--- src/rtl/swbi_pkg.sv ---
`default_nettype none

package swbi_pkg;

  localparam int DEPTH = 1024;
  localparam int ADDR_W = $clog2(DEPTH);
  localparam int CNT_W = ADDR_W + 1;
  localparam int CAP_W = 11;
  localparam logic [CAP_W-1:0] CAP_RESET = CAP_W'(1024);

  localparam logic [1:0] ACT_PUSH = 2'd0;
  localparam logic [1:0] ACT_POP  = 2'd1;
  localparam logic [1:0] ACT_INC  = 2'd2;

  typedef struct packed {
    logic [1:0]         action;
    logic signed [31:0] operand_value;
    logic [15:0]        bottom_count;
  } in_item_t;

  typedef struct packed {
    logic signed [31:0] popped_value;
    logic               was_empty;
  } out_item_t;

  typedef enum logic [3:0] {
    ST_IDLE,
    ST_DECODE,
    ST_PUSH_WR,
    ST_POP_EMPTY,
    ST_POP_RD_TOP,
    ST_POP_RD_NEXT,
    ST_POP_WB,
    ST_POP_OUT,
    ST_INC_RD,
    ST_INC_WR
  } state_t;

  // Datapath operations issued by the controller, one per cycle.
  typedef enum logic [3:0] {
    OP_NONE,
    OP_LOAD,
    OP_PUSH_WR,
    OP_POP_EMPTY,
    OP_POP_RD_TOP,
    OP_POP_RD_NEXT,
    OP_POP_WB,
    OP_POP_OUT,
    OP_INC_RD,
    OP_INC_WR
  } dp_op_t;

  typedef struct packed {
    logic [1:0] action;
    logic       push_ok;
    logic       count_zero;
    logic       k_zero;
    logic       out_free;
  } dp_status_t;

endpackage

`default_nettype wire

--- src/rtl/swbi_ctrl.sv ---
`default_nettype none

module swbi_ctrl
  import swbi_pkg::*;
(
  input  wire logic       clk,
  input  wire logic       rst,
  input  wire logic       in_valid,
  output logic            in_ready,
  input  wire dp_status_t status,
  output dp_op_t          op
);

  state_t state;
  state_t state_next;

  always_ff @(posedge clk) begin
    if (rst) begin
      state <= ST_IDLE;
    end else begin
      state <= state_next;
    end
  end

  always_comb begin
    state_next = state;
    case (state)
      ST_IDLE: begin
        if (in_valid) begin
          state_next = ST_DECODE;
        end
      end
      ST_DECODE: begin
        case (status.action)
          ACT_PUSH: state_next = status.push_ok ? ST_PUSH_WR : ST_IDLE;
          ACT_POP:  state_next = status.count_zero ? ST_POP_EMPTY : ST_POP_RD_TOP;
          ACT_INC: begin
            state_next = (status.count_zero || status.k_zero) ? ST_IDLE : ST_INC_RD;
          end
          default:  state_next = ST_IDLE;
        endcase
      end
      ST_PUSH_WR:     state_next = ST_IDLE;
      ST_POP_EMPTY:   state_next = ST_POP_OUT;
      ST_POP_RD_TOP:  state_next = ST_POP_RD_NEXT;
      ST_POP_RD_NEXT: state_next = ST_POP_WB;
      ST_POP_WB:      state_next = ST_POP_OUT;
      ST_POP_OUT: begin
        if (status.out_free) begin
          state_next = ST_IDLE;
        end
      end
      ST_INC_RD:      state_next = ST_INC_WR;
      ST_INC_WR:      state_next = ST_IDLE;
      default:        state_next = ST_IDLE;
    endcase
  end

  always_comb begin
    in_ready = 1'b0;
    op = OP_NONE;
    case (state)
      ST_IDLE: begin
        in_ready = 1'b1;
        if (in_valid) begin
          op = OP_LOAD;
        end
      end
      ST_DECODE:      op = OP_NONE;
      ST_PUSH_WR:     op = OP_PUSH_WR;
      ST_POP_EMPTY:   op = OP_POP_EMPTY;
      ST_POP_RD_TOP:  op = OP_POP_RD_TOP;
      ST_POP_RD_NEXT: op = OP_POP_RD_NEXT;
      ST_POP_WB:      op = OP_POP_WB;
      ST_POP_OUT: begin
        if (status.out_free) begin
          op = OP_POP_OUT;
        end
      end
      ST_INC_RD:      op = OP_INC_RD;
      ST_INC_WR:      op = OP_INC_WR;
      default:        op = OP_NONE;
    endcase
  end

endmodule

`default_nettype wire

--- config.mk ---
export PLATFORM = sky130hd
export DESIGN_NAME = swbi_ctrl
export DESIGN_NICKNAME = d
export VERILOG_FILES = /design/src/rtl/swbi_pkg.sv /design/src/rtl/swbi_ctrl.sv
export SDC_FILE = /design/constraint.sdc
export NUM_CORES = 1
export LEC_CHECK = 0
export BUFFER_PORTS_ARGS = -buffer_cell sky130_fd_sc_hd__buf_2
export CORE_AREA = 4 4 41 43
export DETAILED_ROUTE_END_ITERATION = 10
export DIE_AREA = 0 0 45 47
export PLACE_DENSITY = 0.61
export REMOVE_ABC_BUFFERS = 1
export SLEW_MARGIN = 0
export SYNTH_ARGS = -nofsm -noshare
export SYNTH_HDL_FRONTEND = slang
export SYNTH_SLANG_ARGS = --single-unit
--- constraint.sdc ---
create_clock -name clk -period 4 [get_ports clk]
set_input_delay 1.2 -clock clk [delete_from_list [all_inputs] [get_ports clk]]
set_output_delay 1.2 -clock clk [all_outputs]
set_load 0.02 [all_outputs]
# Word-level counts from Yosys, hierarchy flattened
# Index checks and enable logic that the tools add are counted.
[word_totals]
reg_bits = 4
input_bits = 9
word_cells = 30
[op_classes]
n_eq_ne = 13
mux = 11
n_reduce_logical = 5
[op_table]
columns = ["operator", "n"]
rows = [
  ["$pmux W4 S9", 1],
  ["$pmux W4 S7", 1],
  ["$eq A4 B3 Y1 const B", 4],
  ["$mux W4", 3],
  ["$pmux W4 S3", 1],
  ["$eq A4 B2 Y1 const B", 2],
  ["$eq A4 B4 Y1 const B", 2],
  ["$mux W3", 2],
  ["$eq A4 B1 Y1 const B", 1],
  ["$logic_not A4 Y1", 1],
  ["$ne A2 B2 Y1 const B", 2],
  ["$eq A2 B1 Y1 const B", 1],
  ["$eq A2 B2 Y1 const B", 1],
  ["$logic_not A2 Y1", 1],
  ["$mux W1", 2],
  ["$mux W2", 1],
  ["$reduce_and A2 Y1", 1],
  ["$reduce_or A2 Y1", 1],
  ["$logic_or A1 B1 Y1", 1],
]

# Depth between registers and ports, before layout
[depth]
word_depth = 4
mapped_depth = 5

# Worst setup path before layout
# No wires, ideal clock.
[synth_timing]
path_type = "input-to-output"
startpoint = "input port status[0] (netlist name)"
endpoint = "output port op[0]"
t_arrival_ps = 2008
t_required_ps = 2800
slack_ps = 792
path_stages = 4
n_path_buf = 0
path_cell_list = "and3b_1 -> nor3_1 -> a31oi_1 -> o21ai_0"
[synth_via]
elab_chain_cells = 2
[synth_lines]
columns = ["item", "line_no", "source"]
rows = [
  ["from (decl)", "swbi_ctrl.sv:10", "input wire dp_status_t status,"],
  ["$mux W3", "swbi_ctrl.sv:76", "if (status.out_free) begin"],
  ["$pmux W4 S9", "swbi_ctrl.sv:62", "case (state)"],
  ["to (decl)", "swbi_ctrl.sv:11", "output dp_op_t op"],
]
# No other way between the ends.

# Worst setup path after layout
# Same ends and word-level chain as after synthesis.

==> results.txt <==
Status -> finished clean
PortBufs -> 13
Seq. cell area -> 80.1 um^2
ANT cells -> 0
Crit-path leading delay family -> simple AND/OR/NAND/NOR gates
Initial antenna violation count -> 0
Core area -> 0.00130 mm^2
Netlist cell types -> 25
Post-CTS Setup Bufs -> 0
Largest register FFs -> 4
FP Rows -> 13
Sequential fraction of the synthesis area -> 22.4%
Synth top area share -> 22.4%
Num CTS Buffers -> 3
Multiplexer share of the synthesized area -> 3.15%
Max Clock Skew -> 0.00186 ns
Post-synth EDFFs -> 0
Pleak -> 0.186 nW
Initial Utilization -> 27.5%
Post-Synth Simple-Gate Area -> 48.6%
First-pass GRT wire length -> 1340 um
Delay of the slowest critical-path stage -> 0.18 ns
Post-layout minimum cycle time -> 3.19 ns
Critical path peak fanout -> 5
Vias in the first global route -> 333
CP Capture Type -> output port
Startpoint Class -> primary input
GRT Overall Usage -> 8.85%
Share of cells above drive strength 1 -> 26.5%
Slowest cell on crit path -> buf_2
Worst Path Buf+Inv -> 2
Synth area leaders -> dfxtp_1, nor2_1, a21oi_1
Final HPWL DP -> 631 um
Total Neg Setup Slack -> 0 ns
Biggest registers after layout -> state x4
Max Buffers Root-to-Sink -> 2
Fin. Hold Viols -> 0
Die area -> 0.00212 mm^2
Worst Path Required -> 2.80 ns
Most used DFF post-synth -> dfxtp_1
Yosys top cell by area -> dfxtp_1
Slew Viols, Final -> 0
Yosys reg bits -> 4
Final period utilization -> 79.7%
CTS Root Cell -> clkbuf_4
Total vias in the final route -> 421
Multi-input gate area in the final layout -> 254 um^2
Endpoints failing setup -> 0
NetSw -> 0.0407 mW
Internal power -> 0.0899 mW
Post-synthesis compound-gate area fraction -> 19.2%
Max Cap Violations -> 0
RSZ-0062 raised after global routing -> no
Detailed Route Iter0 Violations -> 3
Synth warn -> 0
Die span in x -> 45 um
WHS -> 0.657 ns
Cell Chain, Critical Path -> buf_2 -> and3b_1 -> nor3_1 -> a31oi_1 -> o21ai_0 -> buf_2
Post_cts resized -> 0
Clock transition at path regs -> 0.04 ns
Reg power frac -> 38.3%
Layout area overhead -> 25.2%
CTS HTree Levels -> 1
Clock Sinks -> 4
Fmax achieved -> 0.314 GHz
Synth Area in XOR/XNOR -> 0%
Gate count after technology mapping -> 56
Hold_buf cts -> 0
Worst Max-Slew Pin Slew -> 0.438 ns
CP Data Arrival Time -> 1.99 ns
Critical path class -> in -> out
Nets -> 79
Routed WL per cell -> 10.3 um
Final wirelength -> 852 um
Synth async-reset ratio -> 0%
Total chip power -> 0.131 mW
Global placer's final weighted congestion -> 0.702
Die height -> 47 um
Max VDD drop -> 0.191 mV
Via count normalized by instance count -> 5.07
Clk_lat worst skew -> 0.23 ns
CTS tree -> done
DRT Pass-1 Iters -> 4
# DRC -> 0
Grt total ovfl -> 0
Comb pwr share -> 24.7%
Final ANT Viol Nets -> 0
Post-Syn Area per Cell -> 6.39 um^2
Cell Area, Synth -> 358 um^2
Sw Share -> 31.2%
Worst rel slew slack -> 70.8%
Largest Register -> state
Pin count of the biggest net entering global routing -> 16
# fillers -> 153
Clock share of power -> 37.0%
Largest family of logic cells by synthesized area -> simple AND/OR/NAND/NOR gates
Cell Pwr Density -> 292 mW/mm^2
Hold Crit Class -> reg -> reg
Post-synthesis adder-cell area fraction -> 0%
I/O pin count -> 14
Most frequent CP cell -> buf_2
## per-layer routing
metal	share of wire (%)	wire length, um	vias to the layer above	GRT usage (%)
met5	0	0	-	0
met4	0	0	0	3.51
met3	8.1	69	0	5.36
met2	46	396	11	12.1
met1	45	386	186	11.2
li1	-	-	224	-
## placed cells by master, fill, tap and decap left out
cell type	count
nand3_1	2
nor2b_1	1
nand2b_1	2
and2_1	1
inv_1	2
and3b_1	1
o31ai_1	1
nand4_1	2
a31oi_1	1
nor3b_1	1
clkbuf_4	3
nor4_1	2
dfxtp_1	4
nand2_1	4
mux2_2	1
nand3b_1	1
and3_1	1
o21ai_0	5
or3_1	1
nor3_1	1
a21oi_1	6
or4_1	2
and2_4	1
buf_2	13
nor2_1	9
## per-stage QoR
stage,setup WS [ns],utilization [%],area (um^2),std cells
floorplan,0.792,-,342,52
global placement,0.809,32.7,425,80
finish,0.811,34.4,448,83
detailed placement,0.805,32.7,425,80
CTS,0.806,34.4,448,83
global route,0.727,34.4,448,83
## power groups by stage
stage | sequential (mW) | combinational, mW | clock [mW]
after floorplan | 0.0484 | 0.0207 | 0
after global placement | 0.0505 | 0.0322 | 0
after detailed placement | 0.0506 | 0.0325 | 0
after CTS | 0.0499 | 0.0327 | 0.0515
after global routing | 0.0508 | 0.0362 | 0.0562
final | 0.0499 | 0.0323 | 0.0484
## worst register-to-register path: cells and delay by family, from the launching register on
family	cells	cell delay, ns
AOI/OAI and AO/OA	1	0.15
DFF	1	0.43
and+or+nand+nor	3	0.88
## cell type report
type / instances / share of cell area, %
repair buffers: 13 / 14.5
well taps: 15 / 4.19
multi-input cells: 46 / 56.7
clock buffers: 3 / 5.03
flip-flops and latches: 4 / 17.9
inverters: 2 / 1.68
## cell usage after synthesis, types with 2 or more instances
cell      n
nand3_1   2
a21oi_1   6
nand2_1   4
nor4_1    2
dfxtp_1   4
nor2_1    9
o21ai_0   5
inv_1     2
nand4_1   2
nand2b_1  2
or4_1     2
clkbuf_1  3
## logic make-up (layout without fill, tap and decap cells)
logic type	after synthesis	in the layout
mux	1	1
flops	4	4
compound gates	13	13
buf+inv	6	18
simple gates	32	32
## worst paths after layout
kind                         startpoint                     to  slack (ns)  cells past startpoint
setup reg to reg  state[0]$_SDFFE_PP0P_  state[1]$_SDFFE_PP0P_        2.47                      4
hold reg to reg   state[2]$_SDFFE_PP0P_  state[3]$_SDFFE_PP0P_        0.66                      1
hold / removal    state[2]$_SDFFE_PP0P_  state[3]$_SDFFE_PP0P_        0.66                      1
setup / recovery              status[0]                  op[0]        0.81                      6
No activity file was read; power rests on OpenSTA's default activity.
